==> config.mk <==
export PLATFORM = sky130hd
export DESIGN_NAME = pwm_soft_start_sequencer
export DESIGN_NICKNAME = d
export VERILOG_FILES = /design/src/design/pss_pkg.sv /design/src/design/pss_step.sv /design/src/design/pwm_soft_start_sequencer.sv
export SDC_FILE = /design/constraint.sdc
export NUM_CORES = 1
export LEC_CHECK = 0
export ABC_CLOCK_PERIOD_IN_PS = 4400
export BUFFER_PORTS_ARGS = -buffer_cell sky130_fd_sc_hd__buf_2
export CAP_MARGIN = 20
export CORE_ASPECT_RATIO = 2
export CORE_MARGIN = 5
export CORE_UTILIZATION = 45
export CTS_CLUSTER_SIZE = 25
export DETAILED_ROUTE_END_ITERATION = 6
export HOLD_SLACK_MARGIN = 0.03
export SLEW_MARGIN = 10
export SYNTH_ARGS = -nofsm -noshare
export SYNTH_HDL_FRONTEND = slang
export SYNTH_SLANG_ARGS = --single-unit
==> constraint.sdc <==
create_clock -name clk_i -period 4.4 [get_ports clk_i]
set_input_delay 0.22 -clock clk_i [delete_from_list [all_inputs] [get_ports clk_i]]
set_output_delay 0.22 -clock clk_i [all_outputs]
set_load 0.02 [all_outputs]
==> src/design/pss_pkg.sv <==
`timescale 1ns / 1ps
// ----------------------------------------------------------------------------
// pss_pkg
// Shared types, constants and helpers for the PWM soft start sequencer.
// ----------------------------------------------------------------------------
package pss_pkg;

  // ramp geometry
  localparam int unsigned RampSteps = 20;
  localparam int unsigned StepW     = 6;
  localparam int unsigned MsW       = 6;
  localparam int unsigned RepeatW   = 8;
  localparam int unsigned FlashW    = 12;
  localparam int unsigned LedW      = 6;
  localparam int unsigned ChoiceW   = 2;

  localparam logic [StepW-1:0] RampLast = StepW'(RampSteps);

  // bar LED thresholds on the finished step index
  localparam logic [StepW-1:0] Bar1Max = StepW'(4);
  localparam logic [StepW-1:0] Bar2Max = StepW'(8);
  localparam logic [StepW-1:0] Bar3Max = StepW'(12);
  localparam logic [StepW-1:0] Bar4Max = StepW'(16);

  // register reset values
  localparam logic [RepeatW-1:0] PresetARst = 8'd12;
  localparam logic [RepeatW-1:0] PresetBRst = 8'd20;
  localparam logic [RepeatW-1:0] PresetCRst = 8'd27;
  localparam logic [RepeatW-1:0] PresetDRst = 8'd35;
  localparam logic [FlashW-1:0]  FlashMsRst = 12'd1000;

  // configuration port
  localparam int unsigned CfgIdxW  = 3;
  localparam int unsigned CfgDataW = 12;

  typedef enum logic [CfgIdxW-1:0] {
    REG_PRESET_A = 3'd0,
    REG_PRESET_B = 3'd1,
    REG_PRESET_C = 3'd2,
    REG_PRESET_D = 3'd3,
    REG_FLASH_MS = 3'd4
  } reg_idx_e;

  // stream word widths
  localparam int unsigned InDataW  = 8;
  localparam int unsigned OutDataW = 16;

  typedef enum logic [1:0] {
    MODE_OFF   = 2'd0,
    MODE_ON    = 2'd1,
    MODE_RAMP  = 2'd2,
    MODE_FLASH = 2'd3
  } mode_e;

  typedef struct packed {
    mode_e               mode;
    logic                on_flag;
    logic [StepW-1:0]    step_index;
    logic [RepeatW-1:0]  period_repeat;
    logic [MsW-1:0]      ms_in_period;
    logic [FlashW-1:0]   flash_count;
    logic [ChoiceW-1:0]  choice_index;
    logic                direct_pending;
    logic [LedW-1:0]     led_reg;
  } state_t;

  typedef struct packed {
    logic [3:0][RepeatW-1:0] presets;
    logic [FlashW-1:0]       flash_ms;
  } cfg_t;

  typedef struct packed {
    logic time_press;
    logic soft_press;
    logic direct_press;
    logic tick_ms;
  } evt_t;

  typedef struct packed {
    logic [ChoiceW-1:0] time_choice;
    logic               flashing;
    logic               ramping;
    logic               running;
    logic [LedW-1:0]    led_bits;
  } result_t;

  // indicator LED for a time choice
  function automatic logic [LedW-1:0] flash_bit(input logic [ChoiceW-1:0] c);
    logic [LedW-1:0] b;
    unique case (c)
      2'd0:    b = 6'b000100;
      2'd1:    b = 6'b100000;
      2'd2:    b = 6'b010000;
      default: b = 6'b001000;
    endcase
    return b;
  endfunction

endpackage

==> src/design/pss_step.sv <==
`timescale 1ns / 1ps
// ----------------------------------------------------------------------------
// pss_step
// Next-state and result logic for one accepted word of button events.
// ----------------------------------------------------------------------------
module pss_step (
  input  pss_pkg::state_t  state_i,
  input  pss_pkg::cfg_t    cfg_i,
  input  pss_pkg::evt_t    evt_i,
  output pss_pkg::state_t  state_o,
  output pss_pkg::result_t result_o
);
  import pss_pkg::*;

  state_t              st;
  logic [LedW-1:0]     leds;
  logic [RepeatW-1:0]  preset;
  logic [RepeatW:0]    rep_inc;

  assign preset  = cfg_i.presets[state_i.choice_index];
  assign rep_inc = {1'b0, state_i.period_repeat} + {{RepeatW{1'b0}}, 1'b1};

  // events act in order: tick, direct, time, soft
  always_comb begin
    st = state_i;

    // tick advances a ramp or a flash
    if (evt_i.tick_ms) begin
      if (st.mode == MODE_RAMP) begin
        if (st.ms_in_period < MsW'(RampSteps)) begin
          st.ms_in_period = st.ms_in_period + MsW'(1);
        end else begin
          st.ms_in_period = '0;
          if (st.direct_pending) begin
            st.mode           = MODE_OFF;
            st.on_flag        = 1'b0;
            st.led_reg        = '0;
            st.direct_pending = 1'b0;
          end else if (rep_inc < {1'b0, preset}) begin
            st.period_repeat = rep_inc[RepeatW-1:0];
          end else begin
            st.period_repeat = '0;
            priority if (st.step_index <= Bar1Max) begin
              st.led_reg[1] = 1'b1;
            end else if (st.step_index <= Bar2Max) begin
              st.led_reg[2] = 1'b1;
            end else if (st.step_index <= Bar3Max) begin
              st.led_reg[3] = 1'b1;
            end else if (st.step_index <= Bar4Max) begin
              st.led_reg[4] = 1'b1;
            end else begin
              // past the last bar threshold nothing more lights
            end
            st.step_index = st.step_index + StepW'(1);
            if (st.step_index >= RampLast) begin
              st.step_index = '0;
              st.led_reg[5] = 1'b1;
              st.led_reg[0] = 1'b1;
              st.mode       = MODE_ON;
            end
          end
        end
      end else if (st.mode == MODE_FLASH) begin
        if (st.flash_count > FlashW'(1)) begin
          st.flash_count = st.flash_count - FlashW'(1);
        end else begin
          st.flash_count = '0;
          st.led_reg     = st.led_reg & ~flash_bit(st.choice_index);
          st.mode        = MODE_OFF;
          if (st.direct_pending) begin
            st.mode           = MODE_ON;
            st.on_flag        = 1'b1;
            st.led_reg        = '1;
            st.direct_pending = 1'b0;
          end
        end
      end
    end

    // direct press: toggle, or hold until the ramp or flash settles
    if (evt_i.direct_press) begin
      if (st.mode == MODE_RAMP || st.mode == MODE_FLASH) begin
        st.direct_pending = 1'b1;
      end else if (st.on_flag) begin
        st.mode           = MODE_OFF;
        st.on_flag        = 1'b0;
        st.led_reg        = '0;
        st.direct_pending = 1'b0;
      end else begin
        st.mode           = MODE_ON;
        st.on_flag        = 1'b1;
        st.led_reg        = '1;
        st.direct_pending = 1'b0;
      end
    end

    // time press while fully off: next preset and start the flash
    if (evt_i.time_press && st.mode == MODE_OFF && !st.on_flag) begin
      st.choice_index = st.choice_index + ChoiceW'(1);
      st.led_reg      = st.led_reg | flash_bit(st.choice_index);
      st.flash_count  = (cfg_i.flash_ms == '0) ? FlashW'(1) : cfg_i.flash_ms;
      st.mode         = MODE_FLASH;
    end

    // soft press: off when on, start the ramp when off
    if (evt_i.soft_press) begin
      if (st.mode == MODE_ON || (st.mode == MODE_OFF && st.on_flag)) begin
        st.mode           = MODE_OFF;
        st.on_flag        = 1'b0;
        st.led_reg        = '0;
        st.direct_pending = 1'b0;
      end else if (st.mode == MODE_OFF) begin
        st.mode           = MODE_RAMP;
        st.on_flag        = 1'b1;
        st.step_index     = '0;
        st.period_repeat  = '0;
        st.ms_in_period   = '0;
        st.direct_pending = 1'b0;
      end
    end
  end

  // pwm bit is high for the first step_index ms of each period
  always_comb begin
    leds = st.led_reg;
    if (st.mode == MODE_RAMP && st.ms_in_period < st.step_index) begin
      leds[0] = 1'b1;
    end
  end

  assign state_o              = st;
  assign result_o.led_bits    = leds;
  assign result_o.running     = st.on_flag;
  assign result_o.ramping     = (st.mode == MODE_RAMP);
  assign result_o.flashing    = (st.mode == MODE_FLASH);
  assign result_o.time_choice = st.choice_index;

endmodule

==> src/design/pwm_soft_start_sequencer.sv <==
`timescale 1ns / 1ps
// ----------------------------------------------------------------------------
// pwm_soft_start_sequencer
// Push-button controller for one PWM output with a soft start ramp and
// five indicator LEDs, stepped by 1 ms ticks carried on the input stream.
// ----------------------------------------------------------------------------
// Usage:
//   The slave stream carries one word per event slot: tick, direct, soft and
//   time press bits. Every accepted word yields exactly one master word with
//   the LED pattern and status after that word has been applied.
//   The result is registered: it appears on the master side in the cycle
//   after acceptance. Throughput is one word per cycle; the single output
//   register is refilled in the same cycle it is drained, so s_axis_tready
//   only drops while a result is held and m_axis_tready is low.
//   The configuration channel writes the four ramp presets (periods per
//   step) and the flash length in ms; it is always ready and should be
//   used only while no result is pending.
//   Reset puts the output off, selects the first preset, loads the preset
//   defaults and empties the output register.
//   A stalled receiver holds the result word stable and back-pressures the
//   input; no event word is lost or repeated.
// ----------------------------------------------------------------------------
module pwm_soft_start_sequencer (
  input  logic                             clk_i,
  input  logic                             rst_ni,
  // slave stream
  input  logic                             s_axis_tvalid,
  output logic                             s_axis_tready,
  // tdata: tick_ms, direct_press, soft_press, time_press, 4 zero bits
  input  logic [pss_pkg::InDataW-1:0]      s_axis_tdata,
  // master stream
  output logic                             m_axis_tvalid,
  input  logic                             m_axis_tready,
  // tdata: led_bits[5:0], running, ramping, flashing, time_choice[1:0], 5 zero bits
  output logic [pss_pkg::OutDataW-1:0]     m_axis_tdata,
  // configuration write channel
  input  logic                             cfg_valid_i,
  output logic                             cfg_ready_o,
  input  logic [pss_pkg::CfgIdxW-1:0]      cfg_index_i,
  input  logic [pss_pkg::CfgDataW-1:0]     cfg_data_i
);
  import pss_pkg::*;

  state_t   state_q, state_d;
  cfg_t     cfg_q;
  evt_t     evt;
  result_t  result_d, result_q;
  logic     out_valid_q;
  logic     in_fire;

  assign in_fire       = s_axis_tvalid && s_axis_tready;
  assign s_axis_tready = !out_valid_q || m_axis_tready;

  // unpack the event word
  assign evt.tick_ms      = s_axis_tdata[0];
  assign evt.direct_press = s_axis_tdata[1];
  assign evt.soft_press   = s_axis_tdata[2];
  assign evt.time_press   = s_axis_tdata[3];

  pss_step u_step (
    .state_i  (state_q),
    .cfg_i    (cfg_q),
    .evt_i    (evt),
    .state_o  (state_d),
    .result_o (result_d)
  );

  // configuration registers
  assign cfg_ready_o = 1'b1;

  always_ff @(posedge clk_i or negedge rst_ni) begin
    if (!rst_ni) begin
      cfg_q.presets[0] <= PresetARst;
      cfg_q.presets[1] <= PresetBRst;
      cfg_q.presets[2] <= PresetCRst;
      cfg_q.presets[3] <= PresetDRst;
      cfg_q.flash_ms   <= FlashMsRst;
    end else if (cfg_valid_i && cfg_ready_o) begin
      unique case (cfg_index_i)
        REG_PRESET_A: cfg_q.presets[0] <= cfg_data_i[RepeatW-1:0];
        REG_PRESET_B: cfg_q.presets[1] <= cfg_data_i[RepeatW-1:0];
        REG_PRESET_C: cfg_q.presets[2] <= cfg_data_i[RepeatW-1:0];
        REG_PRESET_D: cfg_q.presets[3] <= cfg_data_i[RepeatW-1:0];
        REG_FLASH_MS: cfg_q.flash_ms   <= cfg_data_i[FlashW-1:0];
        default: ;
      endcase
    end
  end

  // sequencer state
  always_ff @(posedge clk_i or negedge rst_ni) begin
    if (!rst_ni) begin
      state_q.mode           <= MODE_OFF;
      state_q.on_flag        <= 1'b0;
      state_q.step_index     <= '0;
      state_q.period_repeat  <= '0;
      state_q.ms_in_period   <= '0;
      state_q.flash_count    <= '0;
      state_q.choice_index   <= '0;
      state_q.direct_pending <= 1'b0;
      state_q.led_reg        <= '0;
    end else if (in_fire) begin
      state_q <= state_d;
    end
  end

  // output register valid
  always_ff @(posedge clk_i or negedge rst_ni) begin
    if (!rst_ni) begin
      out_valid_q <= 1'b0;
    end else if (in_fire) begin
      out_valid_q <= 1'b1;
    end else if (m_axis_tready) begin
      out_valid_q <= 1'b0;
    end
  end

  // output register payload
  always_ff @(posedge clk_i) begin
    if (in_fire) begin
      result_q <= result_d;
    end
  end

  assign m_axis_tvalid = out_valid_q;
  assign m_axis_tdata  = {{(OutDataW - $bits(result_t)){1'b0}}, result_q};

endmodule

==> results of run 1 <==
[worst max-delay path by stage]
stage | start | endpoint | cells past startpoint
floorplan | state_q[29] | m_axis_tdata[0] | 22
global placement | state_q[7] | m_axis_tdata[0] | 17
detailed placement | state_q[7] | m_axis_tdata[0] | 19
CTS | state_q[7] | m_axis_tdata[0] | 19
global route | state_q[7] | m_axis_tdata[0] | 19
finish | state_q[7] | m_axis_tdata[0] | 17
[cell usage after synthesis (4+ instances only)]
library cell	instances
ha_1	22
o31ai_1	9
dfstp_2	17
a21oi_1	23
nor3_1	20
buf_4	6
xnor2_1	7
o211ai_1	5
o32ai_1	5
buf_6	4
nand4_1	7
inv_1	28
nand2_1	51
mux2i_1	7
buf_2	5
o21ai_0	30
or2_2	6
nor4_1	9
nand3_1	21
a22oi_1	4
mux4_2	7
o2bb2ai_1	13
a22o_1	6
mux2_2	54
nand2b_1	8
dfrtp_1	72
nor2_1	35
o22ai_1	5
clkbuf_1	19
a21o_1	8
edfxtp_1	11
nor2b_1	6
a32o_1	4
a31oi_1	12
and2_1	8
[cell type report]
type | count | area [µm²] | area share [%]
Clock buffer | 11 | 254 | 3.60
Clock inverter | 5 | 41.3 | 0.584
Inverter | 28 | 105 | 1.49
Multi-Input combinational cell | 445 | 3310 | 46.8
Sequential cell | 100 | 2580 | 36.5
Tap cell | 155 | 194 | 2.75
Timing Repair Buffer | 87 | 584 | 8.27
[state kept, by name, indices dropped and copies added, names as in the netlist]
| register | flops |
|---|---|
| m_axis_tvalid | 1 |
| cfg_q | 44 |
| m_axis_tdata | 11 |
| state_q | 44 |
[cells by family after synthesis]
logic type | Yosys count | share of synthesized area [%]
fa+ha+maj | 22 | 4.49
buf+inv | 63 | 4.82
compound gates | 151 | 17.6
flops | 100 | 42.1
mux | 69 | 14.1
xor+xnor | 9 | 1.29
other cells | 2 | 0.123
simple gates | 188 | 15.6
[per-stage QoR]
step | util, % | setup TNS (ns) | instance area, µm² | power [mW]
3_3_place_gp | 49.9 | 0 | 6710 | 2.77
4_1_cts | 52.2 | 0 | 7020 | 3.62
3_5_place_dp | 49.9 | 0 | 6710 | 2.81
5_1_grt | 52.6 | -0.00557 | 7060 | 3.84
2_1_floorplan | - | 0 | 6150 | 2.31
6_report | 52.6 | 0 | 7060 | 3.62
[what timing repair did]
item	4_1_cts	5_1_grt
gates resized for setup	0	10
buffers inserted	0	1
hold buffers	1	0
setup endpoints to repair	0	1
endpoints found under the hold margin	32	0
[where the power goes]
group	internal, mW	switching [mW]	total, mW
clock network	0.424	0.368	0.792
registers	1.19	0.214	1.40
logic	0.654	0.766	1.42
total	2.27	1.35	3.62
[cell usage in the layout (no fill, tap or decap), types with 20 or more instances in the layout]
cell type and n:
a21oi_1 21, o21ai_0 30, buf_4 49, mux2_2 54, nand3_1 21, nor2_1 35
ha_1 21, buf_2 35, dfrtp_1 72, inv_1 28, nor3_1 20, nand2_1 49
[worst max-delay path: stages (launching register included)]
cell and delay (ns):
dfrtp_1 0.40, buf_12 0.15, mux4_1 0.54, inv_1 0.07
ha_1 0.11, nand2_1 0.07, a2111o_1 0.37, o2111a_1 0.17
or4_4 0.52, a21oi_4 0.18, nand2_2 0.09, buf_6 0.15
and3_1 0.18, ha_1 0.21, a211o_1 0.27, nor3_1 0.17
a31oi_1 0.17, o31ai_1 0.25
[routing by layer]
metal / vias to the layer above / routed length (µm) / GRT usage, %
met3: 43 / 644 / 2.80
met5: - / 0 / 0
met1: 2516 / 6020 / 22.1
met2: 154 / 9270 / 40.0
met4: 0 / 709 / 10.2
li1: 2383 / - / -
==> impl_metrics.json, run 1 <==
{
  "synth_seq_cells": 100,
  "synth_edf_count": 11,
  "place_congestion": 0.915,
  "cp.required_ns": 4.57,
  "cts_tree": "built",
  "r2r_setup_slack_ns": 0.17,
  "clk_pin_slew_worst_paths_ns": 0.08,
  "finalMaxSlewViolations": 0,
  "synthFlopType": "dfrtp_1",
  "worst_slack_ns": 0.175,
  "holdCritStartpoint": "s_axis_tvalid",
  "status": "completed",
  "drt_iter0_drc": 318,
  "grt.total_usage_pct": 21.0,
  "stdcell_count": 831,
  "overflow": 0,
  "wl_per_cell_um": 20.0,
  "fmax_mhz": 237,
  "yosys.area.top_type_share_pct": 29.4,
  "synth.distinct_cells": 67,
  "whs_endpoint": "m_axis_tvalid",
  "grt_pass1_wl_um": 27200,
  "area_growth_pct": 15.3,
  "dr.pass1.iters": 4,
  "drtAntennaViolNets": 0,
  "grt_max_degree": 48,
  "routed_wl_um": 16600,
  "post-place-ws_ns": 0.0227,
  "clock-root-buffer": "clkbuf_16",
  "ir_worst_vdd_uv": 254,
  "finish.net_count": 721,
  "design.die.area_mm2": 0.0162,
  "dp_hpwl_um": 12500,
  "core_mm2": 0.0134,
  "fillers": 1224,
  "setup_violations": 0,
  "end_kind": "flip-flop",
  "vias_per_cell": 6.13,
  "grt_pass1_vias": 5433,
  "r2r-start": "state_q[7]",
  "clkLatencyLatePin_ns": 0.35,
  "ff2ff_path_depth": 17,
  "p_leak_nw": 2.97,
  "hold-path-cell-count": 2,
  "relSlewSlack_pct": 42.6,
  "worstPathMaxFanout": 8,
  "cap_violations": 0,
  "worst_slew_pin_slew_ns": 0.859,
  "vias": 5096,
  "whs_ns": 0.0798,
  "powerDensity_mw_per_mm2": 512,
  "yosysSeqAreaShare_pct": 42.1,
  "syn_inst": 604,
  "die_y_um": 175,
  "dp.cells": 813,
  "cts.sinks": 100,
  "r2r_end": "m_axis_tdata[0]",
  "arrival_ns": 4.39,
  "numPortBuffers": 36,
  "final_hold_viol_count": 0,
  "setup.worst_path.start_class": "flip-flop",
  "hold_path_class": "input port to flip-flop",
  "fp-row-count": 60,
  "synthArstFlopShare_pct": 89.0,
  "crit_type": "flip-flop to flip-flop",
  "die_w_um": 92.5,
  "fin_skew_ns": 0.0122,
  "initial_utilization_pct": 45.6,
  "n_antenna_cell": 0,
  "avgSynthCellArea_um2": 10.1,
  "ys_top_cells_by_area": "dfrtp_1 (29%), mux2_2 (9.9%), dfstp_2 (7.3%), edfxtp_1 (5.4%), ha_1 (4.5%)",
  "drc": 0,
  "min_period_ns": 4.23,
  "yosysTopAreaCell": "dfrtp_1",
  "clock_path_buffers": 2,
  "antenna_found_initial": 0,
  "netlist_area_mm2": 0.00613,
  "drive_above_1_share_pct": 29.6,
  "pin_count": 47,
  "cts_buffers": 9,
  "yosysWarningCount": 0,
  "htreeDepth": 3,
  "post-route-period-util_pct": 96.0
}
(Power assumes the default switching activity.)
==> run 2, diff against run 1 <==
==> constraint.sdc (replaced) <==
create_clock -name clk_i -period 4.4 [get_ports clk_i]
set_input_delay 0 -clock clk_i [delete_from_list [all_inputs] [get_ports clk_i]]
set_output_delay 0 -clock clk_i [all_outputs]
set_load 0.02 [all_outputs]
==> impl_metrics.json, run 2 (synthesis gave the netlist of run 1 again) <==
{
  "status": "completed",
  "arrival_ns": 4.28,
  "drtAntennaViolNets": 0,
  "setup_violations": 0,
  "finish.net_count": 729,
  "vias_per_cell": 6.13,
  "worst_slew_pin_slew_ns": 0.712,
  "final_cell_area_mm2": 0.00721,
  "stdcell_count": 839,
  "cap_violations": 0,
  "grt_max_degree": 49,
  "numPortBuffers": 36,
  "post-route-period-util_pct": 93.2,
  "power_mw": 3.67,
  "n_antenna_cell": 0,
  "mostFrequentLayoutCell": "dfrtp_1",
  "pin_count": 47,
  "vias": 5143,
  "design.die.area_mm2": 0.0162,
  "powerDensity_mw_per_mm2": 508,
  "initial_utilization_pct": 45.6,
  "htreeDepth": 3,
  "die_w_um": 92.5,
  "drive_above_1_share_pct": 29.4,
  "ir_worst_vdd_uv": 309,
  "grt_pass1_vias": 5311,
  "core_mm2": 0.0134,
  "min_period_ns": 4.10,
  "relSlewSlack_pct": 52.2,
  "cp.required_ns": 4.58,
  "worstPathMaxFanout": 7,
  "overflow": 0,
  "end_kind": "flip-flop",
  "routed_wl_um": 16700,
  "die_y_um": 175,
  "dp_hpwl_um": 12300,
  "drt_iter0_drc": 292,
  "final_cell_mix": "dfrtp_1 (70), mux2_2 (54), nand2_1 (49)",
  "clock-root-buffer": "clkbuf_16",
  "hold_path_class": "input port to flip-flop",
  "grt.total_usage_pct": 21.3,
  "cts.sinks": 100,
  "place_congestion": 0.993,
  "p_leak_nw": 3.01,
  "dr.pass1.iters": 5,
  "holdCritStartpoint": "s_axis_tdata[1]",
  "crit_type": "flip-flop to flip-flop",
  "wl_per_cell_um": 19.9,
  "place_area_mm2": 0.00662,
  "final_hold_viol_count": 0,
  "grt_pass1_wl_um": 27100,
  "antenna_found_initial": 0,
  "whs_ns": 0.0643,
  "startpoint": "state_q[7]",
  "clock_path_buffers": 2,
  "clk_pin_slew_worst_paths_ns": 0.07,
  "dp.cells": 803,
  "cts_buffers": 9,
  "cts_tree": "built",
  "fp-row-count": 60,
  "area_growth_pct": 17.7,
  "r2r-start": "state_q[7]",
  "fmax_mhz": 244,
  "clkLatencyLatePin_ns": 0.35,
  "fin_skew_ns": 0.0111,
  "finalMaxSlewViolations": 0,
  "drc": 0,
  "setup.worst_path.start_class": "flip-flop"
}
[run 2: changes by cell type in the layout (fill, tap and decap cells not counted), sizes merged]
| cell | previous run | this run |
|---|---|---|
| dlygate4sd3 | 1 | 15 |
| buf | 86 | 80 |
| clkbuf | 11 | 9 |
| clkinv | 1 | 3 |
| clkinvlp | 2 | 0 |
| bufinv | 0 | 1 |
| inv | 30 | 31 |
[run 2: power breakdown]
group / switching (mW) / internal, mW
registers: 0.209 / 1.19
logic: 0.764 / 0.644
clock network: 0.398 / 0.459
total: 1.37 / 2.29
[run 2: path summary, 6_finish.rpt]
kind / depth (start not counted) / slack, ns / end
setup reg to reg: 18 / 0.30 / m_axis_tdata[0]
hold reg to reg: 1 / 0.51 / cfg_q[38]
hold / removal: 3 / 0.06 / state_q[41]
max in group asynchronous: 3 / 3.18 / state_q[7]
min in group asynchronous: 2 / 0.18 / state_q[25]
setup / recovery: 18 / 0.30 / m_axis_tdata[0]
[run 2: what timing repair did]
| action | 4_1_cts | 5_1_grt |
|---|---|---|
| resized for setup | 1 | 19 |
| endpoints found under the hold margin | 80 | 0 |
| buffers inserted | 0 | 5 |
| pin swaps | 0 | 10 |
| hold buffers | 15 | 0 |
| endpoints found under the setup margin | 1 | 1 |
[run 2: stage by stage]
stage	util, %	setup slack, ns	TNS [ns]
after floorplan	-	0.00678	0
after global placement	49.3	0.0476	0
after detailed placement	49.3	-0.0958	-0.0958
after CTS	52.8	0.0145	0
after global routing	53.7	-0.0114	-0.0114
final	53.7	0.301	0
[run 2: routing by layer]
metal	wire length, µm	global-route usage, %
met1	6130	22.1
met2	9190	40.4
met3	542	2.80
met4	801	11.1
met5	0	0
[run 2: area by class of cell]
cell class	instances	area [µm²]
Clock buffer	9	225
Clock inverter	7	95.1
Fill cell	1200	6230
Inverter	28	105
Multi-Input combinational cell	445	3330
Sequential cell	100	2580
Tap cell	155	194
Timing Repair Buffer	95	679
[run 2: critical path, stage by stage, from the launching register on]
cell	delay, ns
dfrtp_2	0.39
buf_12	0.13
mux4_2	0.48
inv_1	0.07
ha_1	0.23
a21o_1	0.18
a21oi_1	0.24
o2111a_1	0.29
buf_4	0.15
nor4_2	0.04
o31ai_2	0.26
nand2_2	0.10
buf_6	0.14
and3_1	0.18
ha_1	0.21
a211o_1	0.27
nor3_1	0.16
a31oi_1	0.14
o31ai_1	0.26
